[src/sv/rrf_pkg.sv]
package rrf_pkg;

  localparam int SLOT_COUNT       = 16;
  localparam int MAX_RECORD_BYTES = 64;

  localparam int SLOT_W    = $clog2(SLOT_COUNT);
  localparam int BOFF_W    = $clog2(MAX_RECORD_BYTES);
  localparam int LEN_W     = 7;
  localparam int CNT_W     = 5;
  localparam int MEM_DEPTH = SLOT_COUNT * MAX_RECORD_BYTES;
  localparam int ADDR_W    = SLOT_W + BOFF_W;
  localparam int CFG_IDX_W = 2;
  localparam int CFG_DAT_W = 7;

  // request codes
  localparam logic [2:0] REQ_WR_OVER = 3'd0;
  localparam logic [2:0] REQ_WR_KEEP = 3'd1;
  localparam logic [2:0] REQ_READ    = 3'd2;
  localparam logic [2:0] REQ_PEEK    = 3'd3;
  localparam logic [2:0] REQ_DROP    = 3'd4;
  localparam logic [2:0] REQ_CLEAR   = 3'd5;
  localparam logic [2:0] REQ_STATUS  = 3'd6;

  // result status codes
  localparam logic [1:0] ST_OK   = 2'd0;
  localparam logic [1:0] ST_FULL = 2'd1;
  localparam logic [1:0] ST_ERR  = 2'd2;

  // configuration register indexes
  localparam logic [CFG_IDX_W-1:0] CFG_RECORD_SIZE  = 2'd0;
  localparam logic [CFG_IDX_W-1:0] CFG_SLOTS_IN_USE = 2'd1;

  // controller to datapath
  typedef struct packed {
    logic accept;
    logic load_single;
    logic issue;
    logic load_byte;
  } rrf_cmd_t;

  // datapath to controller
  typedef struct packed {
    logic starts_stream;
    logic iss_more;
    logic out_valid;
    logic out_is_last;
  } rrf_sts_t;

endpackage

[src/sv/rrf_ctrl.sv]
module rrf_ctrl (
  input  logic             clk,
  input  logic             rst_n,
  input  logic             in_valid,
  output logic             in_ready,
  input  logic             out_ready,
  input  rrf_pkg::rrf_sts_t sts,
  output rrf_pkg::rrf_cmd_t cmd
);

  typedef enum logic {
    S_IDLE,
    S_STREAM
  } state_t;

  state_t state_r, state_nxt;
  logic   pend_r, pend_nxt;
  logic   out_free;

  assign out_free = !sts.out_valid || out_ready;

  always_comb begin
    state_nxt       = state_r;
    pend_nxt        = pend_r;
    in_ready        = 1'b0;
    cmd.accept      = 1'b0;
    cmd.load_single = 1'b0;
    cmd.issue       = 1'b0;
    cmd.load_byte   = 1'b0;
    case (state_r)
      S_IDLE: begin
        in_ready   = out_free;
        cmd.accept = in_valid && out_free;
        if (cmd.accept) begin
          if (sts.starts_stream) begin
            state_nxt = S_STREAM;
            pend_nxt  = 1'b0;
          end else begin
            cmd.load_single = 1'b1;
          end
        end
      end
      S_STREAM: begin
        // one memory read in flight at most, refilled as the byte moves out
        cmd.load_byte = pend_r && out_free;
        cmd.issue     = sts.iss_more && (!pend_r || cmd.load_byte);
        pend_nxt      = cmd.issue || (pend_r && !cmd.load_byte);
        if (cmd.load_byte && sts.out_is_last) begin
          state_nxt = S_IDLE;
        end
      end
      default: begin
        state_nxt = S_IDLE;
        pend_nxt  = 1'b0;
      end
    endcase
  end

  always_ff @(posedge clk) begin
    if (!rst_n) begin
      state_r <= S_IDLE;
      pend_r  <= 1'b0;
    end else begin
      state_r <= state_nxt;
      pend_r  <= pend_nxt;
    end
  end

endmodule

[config.mk]
export PLATFORM = sky130hd
export DESIGN_NAME = rrf_ctrl
export DESIGN_NICKNAME = d
export VERILOG_FILES = /design/src/sv/rrf_pkg.sv /design/src/sv/rrf_ctrl.sv
export SDC_FILE = /design/constraint.sdc
export NUM_CORES = 1
export LEC_CHECK = 0
export BUFFER_PORTS_ARGS = -buffer_cell sky130_fd_sc_hd__clkbuf_2
export CORE_AREA = 2 2 39 41
export CTS_BUF_LIST = sky130_fd_sc_hd__clkbuf_16
export CTS_CLUSTER_SIZE = 28
export DETAILED_ROUTE_END_ITERATION = 10
export DIE_AREA = 0 0 41 43
export GPL_TIMING_DRIVEN = 0
export PLACE_DENSITY = 0.35
export SLEW_MARGIN = 40
export SYNTH_ARGS = -nofsm -noshare
export SYNTH_HDL_FRONTEND = slang
export SYNTH_SLANG_ARGS = --single-unit
[constraint.sdc]
create_clock -name clk -period 0.92 [get_ports clk]
set_input_delay 0.046 -clock clk [delete_from_list [all_inputs] [get_ports clk]]
set_output_delay 0.046 -clock clk [all_outputs]
set_load 0.02 [all_outputs]
# Word-level counts from Yosys, hierarchy flattened
# Index checks and enable logic that the tools add are counted.
# classes
bitwise	1
n_mux	12
n_reduce_logical	12
eq_ne	2
# ops
operator	count
1-bit 2-to-1 mux	8
1-bit logical AND	5
2-bit 2-to-1 mux	2
2-bit inequality test (second input constant)	2
1-bit case mux with 2 select lines	2
1-bit zero test	3
1-bit logical OR	3
2-bit AND reduction	1
1-bit inverter	1
# totals
regBits	2
output_inout_bits	5
word_cells	29

# Longest topological paths before layout
# depth
ltp_word	7
depth_mapped	3
depth_no_buf	3

# Worst setup path after synthesis
# No wires, ideal clock.
# synth_path
path_type	reg-to-output
from	register state_r
to	output port cmd[2] (netlist bit)
arrival_time_ps	965
stages_incl_launch_ff	3
path_slack_ps	-91
required_ps	874
path_buffers	0
path_cell_list	dfxtp_1 -> nor3b_4 -> and2b_1
# synth_lines
item	line	rtl
start: declaration	rrf_ctrl.sv:16	state_t state_r, state_nxt;
start signal: assignment	rrf_ctrl.sv:64	state_r <= state_nxt;
end: declaration	rrf_ctrl.sv:8	output rrf_pkg::rrf_cmd_t cmd

==> results.yml <==
logic_synthesis:
  syn_area_per_cell_um2: 8.758
  synth.area.top_cells: "dfxtp_1 (27%), nor3b_4 (13%), nor2b_4 (9.2%), nand2_1 (7.6%), a211o_1 (5.9%)"
  postSynth.asyncResetShare_pct: 0
  syn-instance-count: 17
  synth-seq-cells: 2
  synthMostInstantiatedCell: "nand2_1"
  synth_area_um2: 148.9
  synthDistinctLibCells: 14
  synth-seq-area-share_pct: 26.89
  synth.net_count: 25
  ys.flop_type: "dfxtp_1"
  synth_area_leader_cell: "dfxtp_1"
  synthTopCellsByCount: "nand2_1 (3), dfxtp_1 (2)"
  yosysWarnings: 0
  synth_edf_count: 0
  synth_top_area_share_pct: 26.89
cells_and_area:
  drive_above_1_share_pct: 70.59
  postLayoutCoreUtil_pct: 26.22
  area_growth_pct: 143.7
  fin_nets: 44
  design_area_um2: 362.8
  antenna_cells: 0
route:
  detail-route-antenna-nets: 0
  drt_wl_total_um: 577
  via_count: 201
  drc: 0
  dr.pass1.iters: 4
  drtIter0Drc: 3
  wire_per_inst_um: 11.54
  viasPerCell: 4.020
sta:
  slew_headroom_pct: 88.13
  fin_worst_hold_slack_ps: 99.21
  setup_tns_ps: -598.5
  layout_setup_ws_ps: -168.9
  hold_viol: 0
  fin_crit_ps: 1089
  max_clock_freq_mhz: 918.4
  min_period_over_period_pct: 118.4
  rsz0062_at_grt: "yes"
  drv_slew: 0
  tightest_slew_ps: 177.9
  setup_viol: 5
  skew_ps: 1.872
pwr:
  ir_drop_mv: 0.7525
  total_power_w: 0.0008688
  leakagePower_nw: 0.1640
  power_density_nw_per_um2: 2394
  switching_share_pct: 18.20
  p_sw_w: 0.0001582
  p_seq_share_pct: 11.6
  p_comb_share_pct: 13.9
  power.internal_w: 0.0007106
  p_clk_share_pct: 74.5
place:
  postPlaceCellArea_um2: 231.5
  io_buffers: 12
  gp_congestion: 0.5783
clock_network:
  clock_sinks: 2
  clock-root-buffer: "clkbuf_16"
  cts_tree: "done"
  clk_pin_slew_ps: 30
  clock_latency_ps: 220
  cts_max_path_buffers: 2
  cts_htree_levels: 1
  cts_buffers: 3
worst_hold_path:
  min-delay-path-class: "primary input to register"
  min-delay-start: "sts[2]"
floorplan:
  row_count: 14
  pin_count: 13
  die_h_um: 43
  fp.dieW_um: 41
  die_area_um2: 1763
  initial_core_util_pct: 10.76
  coreArea_um2: 1384
worst_setup_path:
  worstPathCellList: "nor3b_4 -> and2b_2 -> buf_8"
  worstPathMaxFanout: 3
  reg2reg_from: "state_r"
  critPathLaunch: "state_r"
  arrival_ps: 1040
  worstSetupStartpointType: "register"
  crit_type: "register to output pin"
  cp_data_required_time_ps: 870
  cpPeakStageDelay_ps: 340
  slowest_stage: "dfxtp_4"
  cp-end-kind: "output pin"
run_status:
  violations: "setup timing"
  outcome: "complete, but fails checks"
global_route:
  gr-usage-all-layers_pct: 8.208
  antenna_found_initial: 0
  grt_pass1_vias: 211
  grt_max_degree: 7
  overflow: 0
  grt_pass1_wl_um: 821
job:
  drv_cap: 0
routing by layer:
metal	GRT usage (%)	part of all wire, %
met1	6.688	40
met5	0	0
met2	11.56	47
met4	8.000	0
met3	6.283	13
cell families after synthesis:
kind of cell | count (synthesis) | synth area share (%)
AND/OR/NAND/NOR | 10 | 48.74
AO/OA/AOI/OAI | 5 | 24.37
flip-flops | 2 | 26.89
power by group through the flow:
| stage | registers, W | logic (W) | clock network (W) |
|---|---|---|---|
| 2_1_floorplan | 0.000103 | 0.0000494 | 0 |
| 3_3_place_gp | 0.000105 | 0.0000862 | 0 |
| 3_5_place_dp | 0.000105 | 0.0000864 | 0 |
| 4_1_cts | 0.0000992 | 0.000116 | 0.000660 |
| 5_1_grt | 0.000100 | 0.000130 | 0.000676 |
| 6_report | 0.000101 | 0.000121 | 0.000647 |
worst paths after layout:
kind	endpoint	slack, ps	cells past startpoint
hold / removal	pend_r	100	3
setup / recovery	cmd[2]	-170	3
hold reg to reg	pend_r	550	2
setup reg to reg	state_r	10	4
registers in the layout, summed over array words and instances (netlist names):
register / cells
state_r: 1
pend_r: 1
what timing repair did:
item,CTS,global route
pin swaps,1,1
hold buffers,0,0
resized for setup,8,7
endpoints found under the setup margin,4,7
buffers inserted,2,0
critical path, delay by kind of cell (launching register included):
family / cells / cell delay (ps)
buffers and inverters: 1 / 100
and+or+nand+nor: 2 / 390
DFF: 1 / 340
layout by cell type, fill, tap and decap left out, types with 3 or more instances in the layout:
| cell type | netlist | routed |
|---|---|---|
| nand2_1 | 3 | 3 |
| clkbuf_2 | 0 | 7 |
| clkbuf_16 | 0 | 3 |
| buf_4 | 0 | 3 |
area by class of cell:
cell class	count	area, um^2
well taps	16	20.02
flip-flops and latches	2	45.04
clock buffers	3	75.07
fillers	154	1021
multi-input cells	15	117.6
repair buffers	14	105.1
metrics by stage:
stage	setup WS [ps]	cells
global placement	0.8457	45
finish	-168.9	50
floorplan	-27.28	17
global route	-194.8	50
CTS	-210.8	50
detailed placement	-4.610	45
Power figures use the tool's default switching activity.
